===== src/hw/rtl/amr_pkg.sv =====
package amr_pkg;

    // stream field widths
    localparam int SAMPLE_BITS = 16;
    localparam int SUM_BITS    = 28;
    localparam int MEAN_BITS   = 24;
    localparam int INDEX_BITS  = 26;
    localparam int FRAC_BITS   = 8;

    // running-sum store and position counters
    localparam int MAX_INNER   = 1024;
    localparam int INNER_BITS  = $clog2(MAX_INNER);
    localparam int MAX_AXIS    = 4096;
    localparam int AXIS_BITS   = $clog2(MAX_AXIS);
    localparam int OUTER_LIMIT = 65536;
    localparam int OUTER_BITS  = $clog2(OUTER_LIMIT);

    // configuration registers
    localparam int OUTER_CFG_BITS = 17;
    localparam int AXIS_CFG_BITS  = 13;
    localparam int INNER_CFG_BITS = 11;
    localparam int CFG_DATA_BITS  = 17;
    localparam int CFG_INDEX_BITS = 2;

    typedef enum logic [CFG_INDEX_BITS-1:0] {
        REG_OUTER_COUNT = 2'd0,
        REG_AXIS_LENGTH = 2'd1,
        REG_INNER_COUNT = 2'd2
    } cfg_reg_t;

    // divider
    localparam int DIV_BITS     = SUM_BITS + FRAC_BITS;
    localparam int DIV_CNT_BITS = $clog2(DIV_BITS + 1);
    localparam int REM_BITS     = AXIS_CFG_BITS;

    localparam logic [DIV_BITS-1:0] MEAN_POS_LIMIT = DIV_BITS'(2 ** (MEAN_BITS - 1) - 1);
    localparam logic [DIV_BITS-1:0] MEAN_NEG_LIMIT = DIV_BITS'(2 ** (MEAN_BITS - 1));
    localparam logic [MEAN_BITS-1:0] MEAN_MAX = MEAN_BITS'(2 ** (MEAN_BITS - 1) - 1);
    localparam logic [MEAN_BITS-1:0] MEAN_MIN = MEAN_BITS'(2 ** (MEAN_BITS - 1));

    typedef struct packed {
        logic                       start;
        logic signed [SUM_BITS-1:0] sum;
    } div_req_t;

    typedef struct packed {
        logic                        done;
        logic signed [MEAN_BITS-1:0] mean;
    } div_rsp_t;

    typedef struct packed {
        logic                       en;
        logic [INNER_BITS-1:0]      addr;
        logic signed [SUM_BITS-1:0] data;
    } mem_wr_t;

    typedef struct packed {
        logic                  en;
        logic [INNER_BITS-1:0] addr;
    } mem_rd_t;

endpackage


===== src/hw/rtl/amr_divider.sv =====
module amr_divider (
    input  logic                                  clk,
    input  logic                                  rst_n,
    input  amr_pkg::div_req_t                     req,
    input  logic [amr_pkg::AXIS_CFG_BITS-1:0]     divisor,
    output amr_pkg::div_rsp_t                     rsp
);

    logic                                 busy_reg;
    logic                                 done_reg;
    logic [amr_pkg::DIV_CNT_BITS-1:0]     cnt_reg;
    logic                                 neg_reg;
    logic [amr_pkg::DIV_BITS-1:0]         quo_reg;
    logic [amr_pkg::REM_BITS-1:0]         rem_reg;

    logic [amr_pkg::SUM_BITS-1:0]         magnitude;
    logic [amr_pkg::REM_BITS:0]           trial;
    logic                                 fits;
    logic [amr_pkg::REM_BITS:0]           trial_diff;
    logic [amr_pkg::MEAN_BITS-1:0]        mean_sat;

    // magnitude of the sum, then shifted up by the fraction bits
    assign magnitude = req.sum[amr_pkg::SUM_BITS-1] ? amr_pkg::SUM_BITS'(-req.sum)
                                                    : amr_pkg::SUM_BITS'(req.sum);

    // one restoring step per cycle
    assign trial      = {rem_reg, quo_reg[amr_pkg::DIV_BITS-1]};
    assign fits       = trial >= {1'b0, divisor};
    assign trial_diff = trial - {1'b0, divisor};

    // control
    always_ff @(posedge clk or negedge rst_n)
    begin
        if (!rst_n)
        begin
            busy_reg <= 1'b0;
            done_reg <= 1'b0;
            cnt_reg  <= '0;
        end
        else
        begin
            done_reg <= 1'b0;
            if (req.start)
            begin
                busy_reg <= 1'b1;
                cnt_reg  <= amr_pkg::DIV_CNT_BITS'(amr_pkg::DIV_BITS);
            end
            else if (busy_reg)
            begin
                cnt_reg <= cnt_reg - 1'b1;
                if (cnt_reg == amr_pkg::DIV_CNT_BITS'(1))
                begin
                    busy_reg <= 1'b0;
                    done_reg <= 1'b1;
                end
            end
        end
    end

    // datapath: quotient bits shift in as dividend bits shift out
    always_ff @(posedge clk)
    begin
        if (req.start)
        begin
            neg_reg <= req.sum[amr_pkg::SUM_BITS-1];
            quo_reg <= {magnitude, amr_pkg::FRAC_BITS'(0)};
            rem_reg <= '0;
        end
        else if (busy_reg)
        begin
            quo_reg <= {quo_reg[amr_pkg::DIV_BITS-2:0], fits};
            rem_reg <= fits ? trial_diff[amr_pkg::REM_BITS-1:0]
                            : trial[amr_pkg::REM_BITS-1:0];
        end
    end

    // sign restore and saturation
    always_comb
    begin
        if (neg_reg)
        begin
            if (quo_reg > amr_pkg::MEAN_NEG_LIMIT)
                mean_sat = amr_pkg::MEAN_MIN;
            else
                mean_sat = ~quo_reg[amr_pkg::MEAN_BITS-1:0] + 1'b1;
        end
        else
        begin
            if (quo_reg > amr_pkg::MEAN_POS_LIMIT)
                mean_sat = amr_pkg::MEAN_MAX;
            else
                mean_sat = quo_reg[amr_pkg::MEAN_BITS-1:0];
        end
    end

    assign rsp.done = done_reg;
    assign rsp.mean = mean_sat;

endmodule


===== config.mk =====
export PLATFORM = sky130hd
export DESIGN_NAME = amr_divider
export DESIGN_NICKNAME = d
export VERILOG_FILES = /design/src/hw/rtl/amr_pkg.sv /design/src/hw/rtl/amr_divider.sv
export SDC_FILE = /design/constraint.sdc
export NUM_CORES = 1
export LEC_CHECK = 0
export BUFFER_PORTS_ARGS = -buffer_cell sky130_fd_sc_hd__buf_4
export CAP_MARGIN = 40
export CELL_PAD_IN_SITES_DETAIL_PLACEMENT = 0
export CELL_PAD_IN_SITES_GLOBAL_PLACEMENT = 1
export CORE_AREA = 8 8 143 145
export CTS_CLUSTER_DIAMETER = 150
export DETAILED_ROUTE_END_ITERATION = 10
export DIE_AREA = 0 0 151 153
export PLACE_DENSITY = 0.59
export SKIP_LAST_GASP = 1
export SYNTH_ARGS = -nofsm -noshare
export SYNTH_HDL_FRONTEND = slang
export SYNTH_SLANG_ARGS = --single-unit

===== constraint.sdc =====
create_clock -name clk -period 3.8 [get_ports clk]
set_input_delay 0.57 -clock clk [delete_from_list [all_inputs] [get_ports clk]]
set_output_delay 0.57 -clock clk [all_outputs]
set_load 0.02 [all_outputs]

==> metrics.csv, run 1 <==
stage,metric,value,unit
floorplanning,core_area,18300,um^2
synthesis,synth_xor_area_frac,0.0732,
global_route,grt_max_degree,57,
clock_network,cts_htree_levels,3,
setup_path,start_kind,flop,
timing,relSlewSlack,0.569,
power,p_per_area,353,nW/um^2
route,first_pass_iters,6,
finish,fillCellCount,1974,
synthesis,yosysSeqAreaShare,0.337,
power,p_leak,2.29,nW
floorplanning,die_y,153,um
timing,fin_crit,3.70,ns
route,wl_per_cell,15.9,um
route,ant_nets,0,
synthesis,synth-simple-area-share,0.213,
synthesis,synthMuxAreaShare,0.0316,
placed_design,dpl_cell_area,5220,um^2
finish,largest_reg_flops,36,
global_route,grt_pass1_vias,4166,
synthesis,syn_avg_cell_area,8.50,um^2
timing,final_max_slew_viol_count,0,
route,drt-initial-drc-count,223,
timing,fin_skew,0.00722,ns
finish,drive_above_1_share,0.194,
run_status,status,"finished, final reports clean",
floorplanning,rows,50,
timing,worst_slew_pin_slew,0.645,ns
setup_path,crit_top_cell,or4_4,
timing,fin_ws,0.0952,ns
timing,max_freq,270,MHz
timing,hold_viol,0,
route,via_per_inst,5.04,
placed_design,pre_cts_slack,0.316,ns
clock_network,cts_sinks,58,
synthesis,yosys-top-cells-area,"edfxtp_1 20%, dfxtp_1 9.5%, xnor2_1 6.1%, nor2_1 5.5%, a22o_1 5.1%",
synthesis,postSynthCellCount,521,
setup_path,slowest_stage,or4_1,
clock_network,hold_buffers,0,
setup_path,critical_path_arrival,3.13,ns
clock_network,cts_tree,yes,
power,irDropWorstVdd,0.000218,V
route,wl,13200,um
timing,min_period_over_period,0.975,
flow_run,drv_cap,0,
timing,setup_viol,0,
synthesis,yosysTopAreaCell,edfxtp_1,
placed_design,gp_congestion,0.826,
finish,regArea,1490,um^2
synthesis,yosys_register_bits,58,
clock_network,clkTransAtPathRegs,0.06,ns
global_route,grt_pass1_wl,21600,um
synthesis,syn_nets,583,
synthesis,syn-cell-area,4430,um^2
finish,multi_input_area,2740,um^2
route,drc,0,
setup_path,critPathCaptureType,output port,
finish,antenna_cells,0,
clock_network,root_buffer,clkbuf_16,
setup_path,max_stage_delay,0.55,ns
global_route,globalRoute.totalOverflow,0,
clock_network,cts_buffers,9,
setup_path,cp.required,3.23,ns
clock_network,cts_buffer_depth,2,
finish,area_delta_synth_final,25.3,%
global_route,antenna_found_initial,0,
finish,nNetsFinal,654,
setup_path,worstSetupPathType,flop to output port,
floorplanning,ios,69,
clock_network,clk_latency,0.32,ns
placed_design,portBuffers,68,
synthesis,ys.flop_type,edfxtp_1,
finish,fin_area,5550,um^2
floorplanning,start_util,0.242,
floorplanning,fp.dieW,151,um
synthesis,yosys_warnings,0,
synthesis,synth_edf_count,29,
synthesis,synth-adder-area-share,0.0526,
setup_path,path_cells,or4_1 > or4_4 > or4_4 > a21oi_4 > nor2_4 > a311oi_1 > buf_4,
synthesis,synth_top_family_by_area,compound AO/OA/AOI/OAI gates,
synthesis,async_flop_share,0.138,
placed_design,dp_hpwl,10100,um
global_route,track_usage,0.114,
synthesis,synth_top_area_share,0.197,
floorplanning,dieArea,23100,um^2
synthesis,synth_cell_types,66,
setup_path,cp_max_fo,17,
synthesis,synth_compound_area_frac,0.244,
route,vias,4186,
min_path,holdCritPathClass,primary input to asynchronous set/reset pin,
cell type report:
cell class	instances	share of cell area
multi-input cells	408	0.494
inverters	26	0.0176
flip-flops and latches	58	0.269
well taps	234	0.0528
clock buffers	13	0.0433
clock inverters	3	0.00293
repair buffers	89	0.120
synth_stat cells, types with 9 or more instances:
cell type and instances:
nor2_1 65, nand2_1 36, xnor2_1 31, edfxtp_1 29
a22o_1 26, a21oi_1 25, clkbuf_1 25, inv_1 23
dfxtp_1 21, nor3_1 19, ha_1 17, mux2i_1 14
nand3_1 14, o21ai_1 13, o31ai_1 13, nor4_1 12
a311oi_1 9, o22ai_1 9
path summary, 6_finish.rpt:
check / slack (ns) / depth (start not counted) / from / to
min reg2reg: 0.50 / 2 / rem_reg[2] / rem_reg[2]
max reg2reg: 1.12 / 8 / rem_reg[6] / rem_reg[7]
min: 0.06 / 1 / rst_n / cnt_reg[3]
min in group clk: 0.50 / 2 / rem_reg[2] / rem_reg[2]
max in group asynchronous: 3.61 / 1 / rst_n / cnt_reg[0]
max: 0.1 / 7 / quo_reg[11] / rsp[8]
repair_timing:
item                       in CTS  in global routing
resized for setup               2                  1
setup endpoints to repair       2                  7
buffers inserted                0                  8
cloned                          0                  0
metal layers:
metal	track usage	share of wire	routed length (um)
met3	0.0201	0.037	490
met4	0.0302	0.0092	122
met2	0.182	0.47	6160
met5	0	0	0
met1	0.155	0.49	6470
power by group:
group	internal [mW]	switching [mW]
Clock	0.439	0.270
Combinational	0.219	0.256
Sequential	0.722	0.0543
placed cells by master (no fill, tap or decap), drive strengths merged, types with 14 or more instances in the layout:
cell type / n
nor2: 66
xnor2: 31
o21ai: 18
a21oi: 26
a22o: 26
mux2i: 14
nand3: 14
inv: 26
dfxtp: 21
nor3: 19
ha: 17
buf: 89
nand2: 36
edfxtp: 29
logic make-up (layout without fill, tap and decap cells):
| family | Yosys count | in the layout |
|---|---|---|
| compound gates | 149 | 149 |
| xor+xnor | 37 | 37 |
| fa+ha+maj | 18 | 18 |
| buf+inv | 55 | 131 |
| flops | 58 | 58 |
| mux | 14 | 14 |
| simple gates | 190 | 190 |
critical path: cells and delay by family (launching register included):
family / cells / cell delay [ns]
and+or+nand+nor: 4 / 1.68
AOI/OAI and AO/OA: 2 / 0.52
DFF: 1 / 0.43
buffers and inverters: 1 / 0.20
through the flow:
stage          utilization  cells  power (mW)  setup TNS [ns]  hold WS (ns)
2_1_floorplan            -    521        1.06               0         0.274
3_3_place_gp         0.286    807        1.24               0         0.396
3_5_place_dp         0.286    807        1.25               0         0.401
4_1_cts              0.300    823        1.96               0        0.0559
5_1_grt              0.304    831        2.06        -0.00292        0.0527
6_report             0.304    831        1.96               0        0.0595
(Power assumes the default switching activity.)
==> run 2, diff against run 1 <==
--- a/config.mk
+++ b/config.mk
@@ -9,11 +9,12 @@
 export CAP_MARGIN = 40
 export CELL_PAD_IN_SITES_DETAIL_PLACEMENT = 0
 export CELL_PAD_IN_SITES_GLOBAL_PLACEMENT = 1
-export CORE_AREA = 8 8 143 145
+export CORE_AREA = 8 8 111 113
+export CTS_BUF_LIST = sky130_fd_sc_hd__clkbuf_16
 export CTS_CLUSTER_DIAMETER = 150
 export DETAILED_ROUTE_END_ITERATION = 10
-export DIE_AREA = 0 0 151 153
-export PLACE_DENSITY = 0.59
+export DIE_AREA = 0 0 119 121
+export PLACE_DENSITY = 0.87
 export SKIP_LAST_GASP = 1
 export SYNTH_ARGS = -nofsm -noshare
 export SYNTH_HDL_FRONTEND = slang
==> run 2 against run 1 <==
  * Sequential power up 2%
  * Critical path depth unchanged
  * First-iteration DRC count up 71%
  * Clock skew down 0.0041 ns
  * Die area down 38%
  * Clock power up 10%
  * Worst hold slack worse by 0.0021 ns
  * Count of clock-buffer cells in the layout down 2
  * Design area down 2.1%
  * Register-to-register slack worse by 0.02 ns
  * Flip-flop and latch count unchanged
==> metrics.csv, run 2 (synthesized netlist as in run 1, its figures left out) <==
stage,metric,value,unit,change
power,p_per_area,371,nW/um^2,+5.2%
finish,largest_reg_flops,36,,unchanged
setup_path,start_kind,flop,,
clock_network,cts_sinks,58,,unchanged
timing,fin_skew,0.00316,ns,-0.00406 ns
clock_network,clk_latency,0.32,ns,about the same
route,wl_per_cell,16.2,um,+1.6%
clock_network,cts_tree,yes,,
setup_path,regToRegSetupSlack,1.10,ns,-0.02 ns
timing,final_max_slew_viol_count,0,,unchanged
floorplanning,rows,38,,-24%
floorplanning,fp.dieW,119,um,-21%
run_status,status,"finished, final reports clean",,
setup_path,worstSetupPathType,flop to output port,,
global_route,track_usage,0.165,,+0.0510
power,irDropWorstVdd,0.000216,V,-0.91%
placed_design,dp_hpwl,8830,um,-12%
route,drc,0,,unchanged
finish,multi_input_area,2760,um^2,+0.46%
timing,finalSetupTns,0,ns,unchanged
finish,regArea,1490,um^2,unchanged
power,pwr-share-clk,0.387,,+0.025
global_route,grt_max_degree,57,,unchanged
finish,drive_above_1_share,0.192,,-0.00278
setup_path,critical_path_arrival,3.13,ns,about the same
setup_path,cp_max_fo,17,,unchanged
route,wl,11800,um,-11%
power,seq_power_share,0.393,,-0.003
finish,final_util,0.513,,+0.209
timing,rsz0062_at_grt,no,,
floorplanning,core_area,10600,um^2,-42%
power,p_leak,2.28,nW,-0.50%
timing,max_freq,271,MHz,+0.22%
flow_run,drv_cap,0,,unchanged
finish,final_cell_mix,"82 x buf_4, 64 x nor2_1, 36 x nand2_1",,
finish,fillCellCount,997,,-49%
global_route,grt_pass1_wl,20100,um,-7.2%
finish,antenna_cells,0,,unchanged
power,p_comb_frac,0.220,,-0.022
timing,min_period_over_period,0.973,,-0.00218
power,switching_share,0.284,,-0.0116
clock_network,cts_buffer_depth,2,,unchanged
global_route,globalRoute.totalOverflow,0,,unchanged
route,via_per_inst,5.80,,+15%
setup_path,critPathCaptureType,output port,,
placed_design,gp_congestion,0.883,,+7.0%
timing,worst_slew_pin_slew,0.709,ns,+0.0635 ns
floorplanning,dieArea,14400,um^2,-38%
placed_design,portBuffers,68,,unchanged
clock_network,clkTransAtPathRegs,0.05,ns,about the same
setup_path,setup.worst_path.start,quo_reg[17],,
setup_path,cp.required,3.23,ns,about the same
global_route,grt_pass1_vias,4224,,+1.4%
route,drt-met1-wl,5310,um,-18%
floorplanning,start_util,0.418,,+0.175
route,first_pass_iters,5,,-1
route,highest_layer,met4,,
finish,nNetsFinal,647,,-1.1%
route,vias,4232,,+1.1%
timing,setup_viol,0,,unchanged
power,internal_power,1.45,mW,+4.7%
setup_path,r2r-end,rem_reg[11],,
finish,area_delta_synth_final,22.8,%,
clock_network,cts_htree_levels,3,,unchanged
setup_path,r2r-start,quo_reg[35],,
timing,fin_crit,3.70,ns,-0.00828 ns
setup_path,r2r_cells,10,,+2
timing,relSlewSlack,0.515,,-0.0541
timing,whs,0.0575,ns,-0.00206 ns
timing,hold_viol,0,,unchanged
finish,mostFrequentLayoutCell,buf_4,,
route,wl_met2,5710,um,-7.3%
route,route.met3.wl,639,um,+30%
floorplanning,die_y,121,um,-21%
global_route,antenna_found_initial,0,,unchanged
min_path,holdCritPathClass,primary input to asynchronous set/reset pin,,
clock_network,root_buffer,clkbuf_16,,
route,drt-initial-drc-count,381,,+71%
clock_network,cts_buffers,9,,unchanged
power,p_sw,0.574,mW,-1.0%
floorplanning,ios,69,,unchanged
route,ant_nets,0,,unchanged
## run 2: through the flow
stage / std cells / setup WS [ns] / power [mW] / cell area [um^2]
after global routing: 730 / 0.00740 / 2.12 / 5440
after detailed placement: 708 / 0.293 / 1.22 / 5060
after global placement: 708 / 0.337 / 1.21 / 5060
after CTS: 725 / -0.0278 / 2.01 / 5370
after floorplan: 521 / 0.414 / 1.06 / 4430
final: 730 / 0.104 / 2.02 / 5440
## run 2: what timing repair did
action | in CTS | in global routing
setup buffers | 1 | 5
endpoints found under the setup margin | 3 | 8
gates resized for setup | 0 | 5
hold buffers | 0 | 0
cloned | 0 | 0
pin swaps | 0 | 1
## run 2: worst max-delay path by stage
stage	end	slack [ns]	cells after the start
floorplan	rsp[11]	0.41	6
global placement	rsp[11]	0.34	7
detailed placement	rsp[11]	0.29	7
CTS	rsp[11]	-0.03	7
global route	rsp[18]	0.007	7
finish	rsp[18]	0.10	7
## run 2: per-layer routing
layer  global-route usage  vias up
met5                    0        -
met4               0.0498        0
met3               0.0354       13
met2                0.274      124
met1                0.211     1994
li1                     -     2101
## run 2: cell type report
| cell class | count | area share |
|---|---|---|
| clock buffer | 11 | 0.0506 |
| clock inverter | 5 | 0.00460 |
| inverter | 26 | 0.0180 |
| multi-input combinational | 408 | 0.507 |
| sequential | 58 | 0.274 |
| tap | 140 | 0.0322 |
| timing repair buffer | 82 | 0.113 |
## run 2: power groups by stage
stage / sequential [mW] / combinational (mW) / clock [mW]
after floorplan: 0.774 / 0.290 / 0
after global placement: 0.799 / 0.414 / 0
after detailed placement: 0.803 / 0.422 / 0
after CTS: 0.790 / 0.429 / 0.796
after global routing: 0.800 / 0.492 / 0.824
final: 0.793 / 0.444 / 0.782
## run 2: critical path, stage by stage (launching register included)
cell	delay, ns
edfxtp_1	0.46
or4_1	0.56
or4_4	0.44
or4_4	0.54
a21oi_4	0.21
nor2_4	0.14
a311oi_1	0.26
buf_4	0.20
==> run 3, diff against run 2 <==
==> constraint.sdc (replaced) <==
create_clock -name clk -period 3.8 [get_ports clk]
set_input_delay 0.76 -clock clk [delete_from_list [all_inputs] [get_ports clk]]
set_output_delay 0.76 -clock clk [all_outputs]
set_load 0.02 [all_outputs]
==> run 3 against run 2 <==
  * Worst setup slack got worse by 0.058 ns
  * Clock power rose by 17%
  * Total power rose by 6.8%
  * Count of clock-buffer cells in the layout did not move
  * Critical path type unchanged
  * Largest power group is now clock
==> metrics.csv, run 3 (synthesized netlist as in run 1, its figures left out) <==
stage,metric,value,unit,change
clock_network,clkTransAtPathRegs,0.05,ns,about the same
setup_path,r2r_cells,9,,-1
placed_design,pre_cts_slack,0.280,ns,-0.0133 ns
timing,max_freq,266,MHz,-1.5%
clock_network,cts_buffers,9,,unchanged
setup_path,critPathCaptureType,output port,,
finish,area_delta_synth_final,24.7,%,
timing,fin_crit,3.75,ns,+0.0581 ns
placed_design,dp_hpwl,8740,um,-0.96%
power,irDropWorstVdd,0.000228,V,+5.6%
global_route,track_usage,0.160,,-0.00477
clock_network,cts_htree_levels,3,,unchanged
placed_design,portBuffers,68,,unchanged
setup_path,regToRegSetupSlack,1.21,ns,+0.11 ns
route,drc,0,,unchanged
global_route,grt_max_degree,57,,unchanged
global_route,grt_pass1_vias,4093,,-3.1%
power,p_per_area,391,nW/um^2,+5.2%
clock_network,root_buffer,clkbuf_16,,
placed_design,gp_congestion,0.879,,-0.41%
setup_path,critical_path_arrival,2.99,ns,-0.14 ns
route,ant_nets,0,,unchanged
global_route,globalRoute.totalOverflow,0,,unchanged
timing,setup_viol,0,,unchanged
route,vias,4211,,-0.50%
floorplanning,core_area,10600,um^2,unchanged
timing,worst_slew_pin_slew,0.770,ns,+0.0610 ns
power,p_leak,2.33,nW,+2.1%
clock_network,cts_sinks,58,,unchanged
timing,fin_ws,0.0455,ns,-0.0581 ns
global_route,antenna_found_initial,0,,unchanged
route,wl_per_cell,16.0,um,-1.3%
finish,mostFrequentLayoutCell,buf_4,,
setup_path,cp.required,3.04,ns,-0.19 ns
flow_run,drv_cap,0,,unchanged
timing,rsz0062_at_grt,yes,,
route,wl,11700,um,-0.72%
setup_path,r2r-start,quo_reg[35],,
timing,relSlewSlack,0.487,,-0.0284
floorplanning,ios,69,,unchanged
route,drt-initial-drc-count,341,,-10%
floorplanning,dieArea,14400,um^2,unchanged
clock_network,cts_buffer_depth,2,,unchanged
finish,final_cell_count_no_fill,734,,+0.55%
route,first_pass_iters,4,,-1
finish,antenna_cells,0,,unchanged
finish,drive_above_1_share,0.199,,+0.00713
finish,nNetsFinal,651,,+0.62%
floorplanning,rows,38,,unchanged
floorplanning,die_y,121,um,unchanged
min_path,holdCritPathClass,primary input to asynchronous set/reset pin,,
floorplanning,fp.dieW,119,um,unchanged
setup_path,start_kind,flop,,
timing,min_period_over_period,0.988,,+0.0153
clock_network,cts_tree,yes,,
floorplanning,start_util,0.418,,unchanged
timing,final_max_slew_viol_count,0,,unchanged
power,totalPowerFinal,2.16,mW,+6.8%
finish,largest_reg_flops,36,,unchanged
finish,final_cell_mix,"86 x buf_4, 64 x nor2_1, 36 x nand2_1",,
route,via_per_inst,5.74,,-1.0%
clock_network,clk_latency,0.32,ns,about the same
global_route,grt_pass1_wl,19500,um,-2.9%
run_status,status,"finished, final reports clean",,
setup_path,r2r-end,rem_reg[11],,
timing,hold_viol,0,,unchanged
timing,finalSetupTns,0,ns,unchanged
timing,fin_skew,0.00462,ns,+0.00145 ns
finish,final_util,0.521,,+0.00791
placed_design,dp.cells,717,,+1.3%
setup_path,cp_max_fo,17,,unchanged
setup_path,worstSetupPathType,flop to output port,,
[run 3: changes by cell type in the layout (fill, tap and decap cells not counted)]
cell        before  now
clkinv_2         2    1
bufinv_16        0    2
a311oi_1         5    4
buf_4           82   86
clkinvlp_4       1    0
a311oi_2         5    6
[run 3: cell type report]
cell class	count	area, um^2
Multi-Input combinational cell	408	2760
Clock buffer	11	275
Sequential cell	58	1490
Fill cell	975	5080
Timing Repair Buffer	86	646
Tap cell	140	175
Inverter	26	97.6
Clock inverter	5	72.6
[run 3: critical path: stages, from the launching register on]
cell,delay (ns)
edfxtp_1,0.38
or4_1,0.56
or4_4,0.45
or4_4,0.54
a21oi_4,0.19
nor2_4,0.13
a311oi_2,0.24
buf_4,0.19
[run 3: metal layers]
metal	GRT usage	vias to the layer above	wire length, um
met2	0.266	108	5650
li1	-	2103	-
met4	0.0482	0	142
met5	0	-	0
met3	0.0382	12	633
met1	0.203	1988	5310
[run 3: repair_timing]
action	CTS	global route
pin swaps	1	0
buffers inserted	0	1
resized for setup	2	4
setup endpoints to repair	8	8
hold buffers	0	0
[run 3: how the worst max path moves through the flow]
stage / from / endpoint / slack (ns) / cells past startpoint
3_5_place_dp: quo_reg[18] / rsp[19] / 0.28 / 7
6_report: quo_reg[18] / rsp[19] / 0.05 / 7
4_1_cts: quo_reg[18] / rsp[8] / 0.02 / 7
3_3_place_gp: quo_reg[18] / rsp[13] / 0.36 / 7
5_1_grt: quo_reg[18] / rsp[19] / -0.04 / 7
2_1_floorplan: quo_reg[18] / rsp[11] / 0.22 / 6
[run 3: through the flow]
stage	hold WS (ns)	instance area [um^2]
after floorplan	0.445	4430
after global placement	0.478	5130
after detailed placement	0.482	5130
after CTS	0.245	5490
after global routing	0.236	5520
final	0.251	5520
[run 3: where the power goes]
group          switching (mW)  internal [mW]  total [mW]
clock network           0.270          0.647       0.917
registers              0.0564          0.722       0.778
logic                   0.246          0.215       0.462
total                   0.573           1.58        2.16
